==> src/hw/rtl/sclru_pkg.sv <==
// ----------------------------------------------------------------------------
// Sector cache LRU tag engine package
// Shared widths, defaults and the result flag bundle of the sector cache
// tag and replacement engine.
// ----------------------------------------------------------------------------
package sclru_pkg;

  // Width of the slot field in a result.
  localparam int SLOT_W = 5;

  // Width of the capacity register.
  localparam int CFG_W = 6;

  // Default build sizes.
  localparam int DEF_NUM_SLOTS   = 32;
  localparam int DEF_SECTOR_BITS = 24;

  // Capacity after reset.
  localparam logic [CFG_W-1:0] CFG_RESET = CFG_W'(32);

  // Result flags handed from the engine to the top level.
  typedef struct packed {
    logic              hit;
    logic              evicted_valid;
    logic [SLOT_W-1:0] slot;
  } res_flags_t;

endpackage

==> src/hw/rtl/sector_cache_lru_tags_top.sv <==
// ----------------------------------------------------------------------------
// Sector cache LRU tag engine
// Tag lookup and least recently used replacement for a fully associative
// disk-sector cache, with a capacity register.
// ----------------------------------------------------------------------------
// A transaction is taken when start is high and busy is low; busy then stays
// high until the result appears. The filled entries of the single entry
// memory are swept once to search and, except on a lookup miss, once more
// to write back recency ranks. The result is shown for exactly one cycle
// with done high and cannot be held off, so the receiver must capture it
// then. A new transaction may start in the cycle of the strobe. The
// capacity register is written through cfg_valid/cfg_data, which is always
// ready, and should be written only while busy is low.
module sector_cache_lru_tags_top #(
  parameter int NUM_SLOTS   = sclru_pkg::DEF_NUM_SLOTS,
  parameter int SECTOR_BITS = sclru_pkg::DEF_SECTOR_BITS
) (
  input  logic                         clk,
  input  logic                         rst,
  input  logic                         start,
  output logic                         busy,
  input  logic                         mode,
  input  logic [SECTOR_BITS-1:0]       sector_number,
  output logic                         done,
  output logic                         hit,
  output logic [sclru_pkg::SLOT_W-1:0] slot,
  output logic                         evicted_valid,
  output logic [SECTOR_BITS-1:0]       evicted_sector,
  input  logic                         cfg_valid,
  output logic                         cfg_ready,
  input  logic [sclru_pkg::CFG_W-1:0]  cfg_data
);
  import sclru_pkg::*;

  localparam int CNT_W = $clog2(NUM_SLOTS + 1);

  logic [CFG_W-1:0] active_slots;
  logic [CNT_W-1:0] cap;
  res_flags_t       flags;

  assign cfg_ready = 1'b1;

  // Capacity register.
  always_ff @(posedge clk) begin
    if (rst) begin
      active_slots <= CFG_RESET;
    end else if (cfg_valid && cfg_ready) begin
      active_slots <= cfg_data;
    end
  end

  // Clamp the capacity to 1..NUM_SLOTS.
  always_comb begin
    priority if (active_slots == '0) begin
      cap = CNT_W'(1);
    end else if (int'(active_slots) > NUM_SLOTS) begin
      cap = CNT_W'(NUM_SLOTS);
    end else begin
      cap = CNT_W'(active_slots);
    end
  end

  sclru_engine #(
    .NUM_SLOTS   (NUM_SLOTS),
    .SECTOR_BITS (SECTOR_BITS)
  ) u_engine (
    .clk       (clk),
    .rst       (rst),
    .start     (start && !busy),
    .mode      (mode),
    .key       (sector_number),
    .cap       (cap),
    .busy      (busy),
    .done      (done),
    .flags     (flags),
    .ev_sector (evicted_sector)
  );

  assign hit           = flags.hit;
  assign slot          = flags.slot;
  assign evicted_valid = flags.evicted_valid;

endmodule

==> src/hw/rtl/sclru_engine.sv <==
// ----------------------------------------------------------------------------
// Sector cache LRU tag engine core
// Holds tags and recency ranks in one synchronous memory. Filled entries are
// swept once to search and, except on a lookup miss, again to update ranks.
// ----------------------------------------------------------------------------
module sclru_engine #(
  parameter int NUM_SLOTS   = sclru_pkg::DEF_NUM_SLOTS,
  parameter int SECTOR_BITS = sclru_pkg::DEF_SECTOR_BITS
) (
  input  logic                          clk,
  input  logic                          rst,
  input  logic                          start,
  input  logic                          mode,
  input  logic [SECTOR_BITS-1:0]        key,
  input  logic [$clog2(NUM_SLOTS+1)-1:0] cap,
  output logic                          busy,
  output logic                          done,
  output sclru_pkg::res_flags_t         flags,
  output logic [SECTOR_BITS-1:0]        ev_sector
);
  import sclru_pkg::*;

  localparam int IDX_W  = $clog2(NUM_SLOTS);
  localparam int CNT_W  = $clog2(NUM_SLOTS + 1);
  localparam int RANK_W = IDX_W;
  localparam int ENT_W  = RANK_W + SECTOR_BITS;

  typedef enum logic [3:0] {
    ST_IDLE   = 4'b0001,
    ST_SEARCH = 4'b0010,
    ST_DECIDE = 4'b0100,
    ST_UPDATE = 4'b1000
  } state_t;

  state_t state;

  // Entry memory: recency rank above the tag, rank 0 is most recent.
  logic [ENT_W-1:0] mem [NUM_SLOTS];
  logic [ENT_W-1:0] rd_data;
  logic [IDX_W-1:0] rd_addr;
  logic             mem_we;
  logic [IDX_W-1:0] mem_waddr;
  logic [ENT_W-1:0] mem_wdata;

  // Sweep control and the captured transaction.
  logic [CNT_W-1:0]       cnt;
  logic [CNT_W-1:0]       n;
  logic [CNT_W-1:0]       fill_count;
  logic                   mode_q;
  logic [SECTOR_BITS-1:0] key_q;

  // Search results.
  logic                   hit_found;
  logic [IDX_W-1:0]       hit_idx;
  logic [RANK_W-1:0]      hit_rank;
  logic [IDX_W-1:0]       old_idx;
  logic [SECTOR_BITS-1:0] old_tag;

  // Update plan.
  logic [IDX_W-1:0]  sel_idx;
  logic [RANK_W-1:0] sel_rank;
  logic              age_all;
  logic              replace;

  // Entry seen at the memory output during a sweep.
  logic [IDX_W-1:0]       chk_idx;
  logic [RANK_W-1:0]      chk_rank;
  logic [SECTOR_BITS-1:0] chk_tag;
  logic                   do_append;
  logic [RANK_W-1:0]      upd_rank;
  logic [SECTOR_BITS-1:0] upd_tag;

  assign busy = (state != ST_IDLE);

  assign chk_idx  = IDX_W'(cnt - 1'b1);
  assign chk_rank = rd_data[ENT_W-1:SECTOR_BITS];
  assign chk_tag  = rd_data[SECTOR_BITS-1:0];
  assign rd_addr  = (cnt < n) ? IDX_W'(cnt) : '0;

  assign do_append = mode_q && !hit_found && (fill_count < cap);

  // New rank and tag of the entry being written back in the update sweep.
  always_comb begin
    upd_rank = chk_rank;
    upd_tag  = chk_tag;
    if (!age_all && chk_idx == sel_idx) begin
      upd_rank = '0;
      if (replace) begin
        upd_tag = key_q;
      end
    end else if (age_all || chk_rank < sel_rank) begin
      upd_rank = chk_rank + 1'b1;
    end
  end

  // Memory write port: append in the decide cycle, write-back while updating.
  always_comb begin
    mem_we    = 1'b0;
    mem_waddr = chk_idx;
    mem_wdata = {upd_rank, upd_tag};
    if (state == ST_DECIDE && do_append) begin
      mem_we    = 1'b1;
      mem_waddr = IDX_W'(fill_count);
      mem_wdata = {RANK_W'(0), key_q};
    end else if (state == ST_UPDATE && cnt != '0) begin
      mem_we = 1'b1;
    end
  end

  // Synchronous memory with a registered read.
  always_ff @(posedge clk) begin
    if (mem_we) begin
      mem[mem_waddr] <= mem_wdata;
    end
    rd_data <= mem[rd_addr];
  end

  // Sequencer.
  always_ff @(posedge clk) begin
    if (rst) begin
      state      <= ST_IDLE;
      fill_count <= '0;
      done       <= 1'b0;
    end else begin
      done <= 1'b0;
      unique case (state)
        ST_IDLE: begin
          if (start) begin
            mode_q    <= mode;
            key_q     <= key;
            n         <= fill_count;
            cnt       <= '0;
            hit_found <= 1'b0;
            state     <= ST_SEARCH;
          end
        end
        ST_SEARCH: begin
          // Compare the entry that the previous read brought out.
          if (cnt != '0) begin
            if (!hit_found && chk_tag == key_q) begin
              hit_found <= 1'b1;
              hit_idx   <= chk_idx;
              hit_rank  <= chk_rank;
            end
            // Ranks of filled entries form 0..n-1, so the oldest holds n-1.
            if (chk_rank == RANK_W'(n - 1'b1)) begin
              old_idx <= chk_idx;
              old_tag <= chk_tag;
            end
          end
          if (cnt == n) begin
            state <= ST_DECIDE;
          end else begin
            cnt <= cnt + 1'b1;
          end
        end
        ST_DECIDE: begin
          cnt       <= '0;
          ev_sector <= '0;
          flags     <= '0;
          if (hit_found) begin
            // Refresh the matching entry.
            sel_idx    <= hit_idx;
            sel_rank   <= hit_rank;
            age_all    <= 1'b0;
            replace    <= 1'b0;
            flags.hit  <= 1'b1;
            flags.slot <= SLOT_W'(hit_idx);
            state      <= ST_UPDATE;
          end else if (!mode_q) begin
            // Lookup miss leaves the entries and their ranks as they are.
            done  <= 1'b1;
            state <= ST_IDLE;
          end else if (do_append) begin
            // Fresh slot: every filled entry ages by one.
            age_all    <= 1'b1;
            replace    <= 1'b0;
            fill_count <= fill_count + 1'b1;
            flags.slot <= SLOT_W'(fill_count);
            state      <= ST_UPDATE;
          end else begin
            // Full: the oldest entry takes the new sector.
            sel_idx             <= old_idx;
            sel_rank            <= RANK_W'(n - 1'b1);
            age_all             <= 1'b0;
            replace             <= 1'b1;
            flags.evicted_valid <= 1'b1;
            flags.slot          <= SLOT_W'(old_idx);
            ev_sector           <= old_tag;
            state               <= ST_UPDATE;
          end
        end
        ST_UPDATE: begin
          if (cnt == n) begin
            done  <= 1'b1;
            state <= ST_IDLE;
          end else begin
            cnt <= cnt + 1'b1;
          end
        end
        default: begin
          state <= ST_IDLE;
        end
      endcase
    end
  end

endmodule
==> config.mk <==
export PLATFORM = sky130hd
export DESIGN_NAME = sector_cache_lru_tags_top
export DESIGN_NICKNAME = d
export VERILOG_FILES = /design/src/hw/rtl/sclru_pkg.sv /design/src/hw/rtl/sector_cache_lru_tags_top.sv /design/src/hw/rtl/sclru_engine.sv
export SDC_FILE = /design/constraint.sdc
export NUM_CORES = 1
export LEC_CHECK = 0
export BUFFER_PORTS_ARGS = -buffer_cell sky130_fd_sc_hd__buf_2
export CORE_MARGIN = 2
export CORE_UTILIZATION = 37
export CTS_BUF_LIST = sky130_fd_sc_hd__clkbuf_8
export DETAILED_ROUTE_END_ITERATION = 10
export GPL_TIMING_DRIVEN = 1
export REMOVE_ABC_BUFFERS = 1
export SLEW_MARGIN = 15
export SYNTH_ARGS = -nofsm -noshare
export SYNTH_HDL_FRONTEND = slang
export SYNTH_SLANG_ARGS = --single-unit
==> constraint.sdc <==
create_clock -name clk -period 7 [get_ports clk]
set_input_delay 0 -clock clk [delete_from_list [all_inputs] [get_ports clk]]
set_output_delay 0 -clock clk [all_outputs]
set_load 0.05 [all_outputs]
==> Yosys cells after proc, flatten, opt, wreduce, memory -nomap -nowiden <==
Memory sizes are Yosys's and may differ from the RTL's. A register that Yosys moved wholly into a read port is not among the register bits.
Index checks and enable logic that the tools add are counted.
{ "word_totals": {"reg_bits": 137, "ram_bits": 928, "input_bits": 35, "out_inout_bits": 34, "wordCells": 123, "n_memories": 1} }
{ "op_classes": {"n_addsub": 5, "magnitude_cmp": 4, "n_eq_ne": 16, "mux": 44, "bitwise_logic": 3, "reduce_logical": 29} }
{ "memory_table": {"columns": ["name", "words", "word_bits", "read_ports", "rd_clocked_by_memory_dff", "wr", "line", "source"], "rows": [
  ["u_engine.mem", 32, 29, 1, 1, 1, "sclru_engine.sv:38", "logic [ENT_W-1:0] mem [NUM_SLOTS];"]
]} }
{ "op_table": {"columns": ["operator", "n"], "rows": [
  ["5-bit 2-to-1 mux", 13],
  ["24-bit 2-to-1 mux", 2],
  ["29-bit 2-to-1 mux", 1],
  ["24-bit == test", 1],
  ["6-bit 2-to-1 mux", 4],
  ["4-bit 2-to-1 mux", 5],
  ["4-bit AND reduction", 5],
  ["6-bit case mux with 3 select lines", 1],
  ["4-bit case mux with 4 select lines", 1],
  ["1-bit 2-to-1 mux", 15],
  ["6-bit by 1-bit adder with 6-bit output (second input constant)", 2],
  ["6-bit less-than comparator", 2],
  ["5-bit == test", 2],
  ["2-bit by 1-bit inequality test with 1-bit output (second input constant)", 5],
  ["5-bit by 1-bit subtractor with 5-bit output (second input constant)", 2],
  ["3-bit AND reduction", 3],
  ["1-bit logical AND", 7],
  ["6-bit == test", 1],
  ["6-bit greater-than comparator (second input constant)", 1],
  ["6-bit logical NOT", 1],
  ["6-bit nonzero test", 1],
  ["5-bit by 1-bit adder with 5-bit output (second input constant)", 1],
  ["5-bit less-than comparator", 1],
  ["5-bit AND reduction", 1],
  ["other kinds (15)", 23]
]} }

==> Longest topological paths before layout <==
{ "depth": {"ltp_word": 9, "ltp_mapped": 15, "depth_no_buf": 10} }

==> Hierarchy <==
A second synthesis with hierarchy kept.
{ "hier_totals": {"cells_unflattened": 2653, "area_unflattened_um2": 43660.6} }
{ "modules_own_cells": {"columns": ["module", "instances", "cells_each", "area_each_um2", "seq_area_each_um2"], "rows": [
  ["sclru_engine", 1, 2623, 43389.1, 32271.0],
  ["sector_cache_lru_tags_top", 1, 30, 271.5, 120.1]
]} }

==> Least setup slack after synthesis <==
No wires, ideal clock.
{ "synth_timing": {"path_type": "register to register", "from": "register u_engine.cnt[0]", "to": "register u_engine.old_idx[0] (enable)", "setup_time_ns": 0.488, "arrival_ns": 4.954, "required_ns": 6.512, "path_slack_ns": 1.558, "stages_incl_launch_ff": 11, "path_buffers": 3, "synth_period_minus_slack_ns": 5.442, "cell_sequence": "edfxtp_1 > buf_2 > clkbuf_1 > clkinv_1 > clkbuf_1 > ha_1 > nor3b_4 > nor3b_1 > nor3_1 > nand3_1 > nor4_1"} }
{ "synth_between": {"elab_chain_len": 2} }
{ "synth_rtl": {"columns": ["element", "line", "source"], "rows": [
  ["start, declared", "sclru_engine.sv:46", "logic [CNT_W-1:0] cnt;"],
  ["start signal, assigned", "sclru_engine.sv:154", "cnt <= cnt + 1'b1;"],
  ["start signal, assigned", "sclru_engine.sv:198", "cnt <= cnt + 1'b1;"],
  ["6-bit nonzero test", "sclru_engine.sv:139", "if (cnt != '0) begin"],
  ["4-bit AND reduction (no source line)", null, null],
  ["end signal, assigned", "sclru_engine.sv:147", "old_idx <= chk_idx;"],
  ["end, declared", "sclru_engine.sv:56", "logic [IDX_W-1:0] old_idx;"]
]} }
No other way between the ends.
A chain may end at the register's enable or synchronous reset.

==> Final worst setup path <==
{ "layout_timing": {"from": "register u_engine.cnt[0]", "to": "register u_engine.rd_data[28], read port of u_engine.mem"} }
{ "layout_between": {"elab_chain_len": 2} }
{ "layout_rtl": {"columns": ["element", "line", "source"], "rows": [
  ["6-bit less-than comparator", "sclru_engine.sv:78", "assign rd_addr = (cnt < n) ? IDX_W'(cnt) : '0;"],
  ["5-bit 2-to-1 mux *", "sclru_engine.sv:78", null],
  ["end, declared", "sclru_engine.sv:39", "logic [ENT_W-1:0] rd_data;"]
]} }
Mark *: on every way between the ends. The rest lies on a longest branch, timed or not.

==> impl_metrics.csv <==
group,metric,value,unit
synth,syn-mean-instance-area,15.1,sq um
timing,finalCritPeriodShare,63.2,%
setup_path,required,7750,ps
floorplan,num_rows,126,
synth,synth_top_area_share,71.9,%
timing,hold_slack,121,ps
synth,synthTopCellsByCount,"edfxtp_1 (1048), nand2_1 (310), mux2i_1 (209)",
timing,slew-limit-headroom,17.7,%
grt,track_usage,20.4,%
placement,place_congestion,0.793,
floorplan,dieArea,0.121,sq mm
synth,synth_area,0.0438,sq mm
synth,synth_top_cell_by_area,"edfxtp_1",
clock_tree,htree_num_levels,4,
floorplan,core,0.118,sq mm
placement,io_buffers,67,
timing,finalWorstSetupSlack,2580,ps
clock_tree,cts_buffers,175,
routing,dr.pass1.iters,6,
setup_path,cp-end-kind,"register",
placement,dp_cells,4388,
placement,pre_cts_ws,2530,ps
routing,wl_met1,54900,um
clock_tree,cts_hold_buf,76,
timing,rsz0062_at_grt,"false",
timing,drv_slew,0,
grt,grt_pass1_vias,25400,
synth,ys_top_cells_by_area,"edfxtp_1 (72%), mux2i_1 (4.8%), nand2_1 (2.7%), dfxtp_1 (2.1%), mux2_2 (1.8%)",
clock_tree,clock_path_buffers,3,
grt,grt_max_degree,146,
routing,drc,0,
layout,finalInstanceArea,0.0501,sq mm
floorplan,die_w,348,um
timing,skew,53.3,ps
routing,ant_nets,0,
min_path,hold_path_class,"primary input to register",
synth,yosysWarnings,0,
synth,ys_types,64,
timing,hold_violations,0,
timing,setup-tns-final,0,ps
clock_tree,cts_resized,0,
setup_path,crit_type,"register to register",
setup_path,r2r-start,"u_engine.cnt[0]",
clock_tree,clock-sinks,1094,
setup_path,crit_arrival,5170,ps
routing,wirelength,126000,um
routing,route.met2.wl,57100,um
placement,place_area,0.0460,sq mm
setup_path,ff2ff_path_depth,10,
routing,top_layer_used,"met4",
synth,ys_ff_latch,1094,
synth,synth-edff-count,1048,
timing,period_needed,4420,ps
layout,nets,3160,
synth,ys_seq_area_share,74.0,%
synth,synth-async-reset-ratio,0,%
setup_path,reg2reg_setup_slack,2580,ps
min_path,whs_path_depth,3,
routing,vias,26300,
clock_tree,path_clk_slew,60,ps
flow_run,drv_cap,0,
min_path,whs_endpoint,"u_engine.fill_count[4]",
setup_path,cp-start-kind,"register",
floorplan,die_h,348,um
min_path,min-delay-start,"rst",
outcome,outcome,"finished clean",
routing,vias_per_cell,5.50,
power,irDropWorstVdd,0.225,mV
grt,antenna_found_initial,3,
clock_tree,tritoncts,"built",
routing,wl_per_cell,26.3,um
grt,grt_pass1_wl,180000,um
power,powerDensity,357,mW/mm^2
placement,dpl.hpwl,66000,um
layout,final_cells,4788,
synth,synth.most_common_cell,"edfxtp_1",
layout,drive_above_1_share,15.1,%
routing,met3_wirelength,11000,um
routing,drtIter0Drc,3274,
timing,setup_viol,0,
setup_path,cp_max_fo,31,
floorplan,io_pins,69,
clock_tree,clock_latency,860,ps
floorplan,initial_core_util,37.2,%
grt,overflow,0,
power,p_leak,17.2,nW
setup_path,reg2reg_to,"u_engine.rd_data[28]",
synth,syn_inst,2898,
synth,yosys_most_used_dff,"edfxtp_1",
timing,worstMarginPinSlew,1230,ps
layout,syn_to_final_growth,14.4,%
clock_tree,cts_root_buf,"clkbuf_8",
timing,clock.fmax,226,MHz
clock_tree,post_cts_buffers,0,
[cells by family (layout without fill, tap and decap cells)]
family                     after synthesis  in the layout  synth area share [%]
xor gates and xnor gates                54             54                  1.16
muxes                                  298            298                  7.07
other                                    1              3               0.00857
and+or+nand+nor                        705            705                  7.19
AOI/OAI and AO/OA                      513            513                  7.69
adders and majority gates               20             20                 0.572
DFF                                   1094           1094                  74.0
buffers and inverters                  213            565                  2.33
[layer usage]
| layer | track usage [%] | up-vias |
|---|---|---|
| li1 | - | 11500 |
| met1 | 29.5 | 13300 |
| met2 | 31.5 | 1277 |
| met3 | 3.93 | 193 |
| met4 | 5.92 | 0 |
| met5 | 0 | - |
[worst max-delay path: stages, from the launching register on]
cell and delay, ps:
edfxtp_1 460, inv_2 680, ha_1 280, nor2b_1 70
o21bai_4 240, and4_2 250, buf_4 520, nand2_2 870
o22ai_1 560, o21ai_0 160, a22oi_1 240
[worst max-delay path by stage]
| stage | from | end | slack, ps | depth (start not counted) |
|---|---|---|---|---|
| final | u_engine.cnt[0] | u_engine.rd_data[28] | 2580 | 10 |
| after global routing | u_engine.cnt[0] | u_engine.mem[11][6] | 2400 | 9 |
| after CTS | u_engine.cnt[0] | u_engine.mem[20][20] | 2540 | 9 |
| after detailed placement | u_engine.cnt[0] | u_engine.mem[23][20] | 2530 | 9 |
| after global placement | u_engine.cnt[0] | u_engine.rd_data[28] | 2570 | 10 |
| after floorplan | u_engine.cnt[0] | u_engine.rd_data[10] | -10780 | 5 |
[cell type report]
cell class,instances,area [sq um]
Timing Repair Buffer,213,1670
Sequential cell,1094,32400
Fill cell,10500,67700
Clock buffer,195,2680
Multi-Input combinational cell,1591,10700
Antenna cell,2,5.00
Clock inverter,127,651
Tap cell,1536,1920
Inverter,30,113
[power by group]
| group | total, mW | internal, mW | switching, mW |
|---|---|---|---|
| clock | 5.21 | 2.64 | 2.56 |
| combinational | 4.06 | 1.06 | 3.00 |
| sequential | 8.62 | 8.38 | 0.233 |
[state kept, by name, indices dropped and copies added (netlist names), 5 cells and up]
signal	flops
active_slots	6
u_engine.cnt	6
u_engine.ev_sector	24
u_engine.fill_count	6
u_engine.flags	7
u_engine.hit_idx	5
u_engine.hit_rank	5
u_engine.key_q	24
u_engine.mem	928
u_engine.n	6
u_engine.old_idx	5
u_engine.old_tag	24
u_engine.rd_data	29
u_engine.sel_idx	5
u_engine.sel_rank	5
[cells in the final DEF, fill, tap and decap left out, drive strengths merged, types with 6 or more instances in the layout]
cell type	instances
and2	83
a31oi	122
xor2	30
nor4	8
buf	137
a32oi	31
edfxtp	1048
dlygate4sd3	76
xnor2	24
mux2i	209
o22ai	59
a22oi	30
a21oi	65
nand2	310
nand3b	6
nand4	14
ha	20
clkinv	36
nand3	66
o21ai	94
inv	118
nor3	9
clkbuf	195
dfxtp	46
nor2	189
a211oi	59
mux2	89
o31a	29
[per-stage QoR]
stage	utilization [%]	power (mW)
4_1_cts	42.5	17.9
3_5_place_dp	39.1	12.7
2_1_floorplan	-	11.4
3_3_place_gp	39.1	12.7
5_1_grt	42.5	18.5
6_report	42.5	17.9
Note: power is estimated with default switching activity, not from simulation.
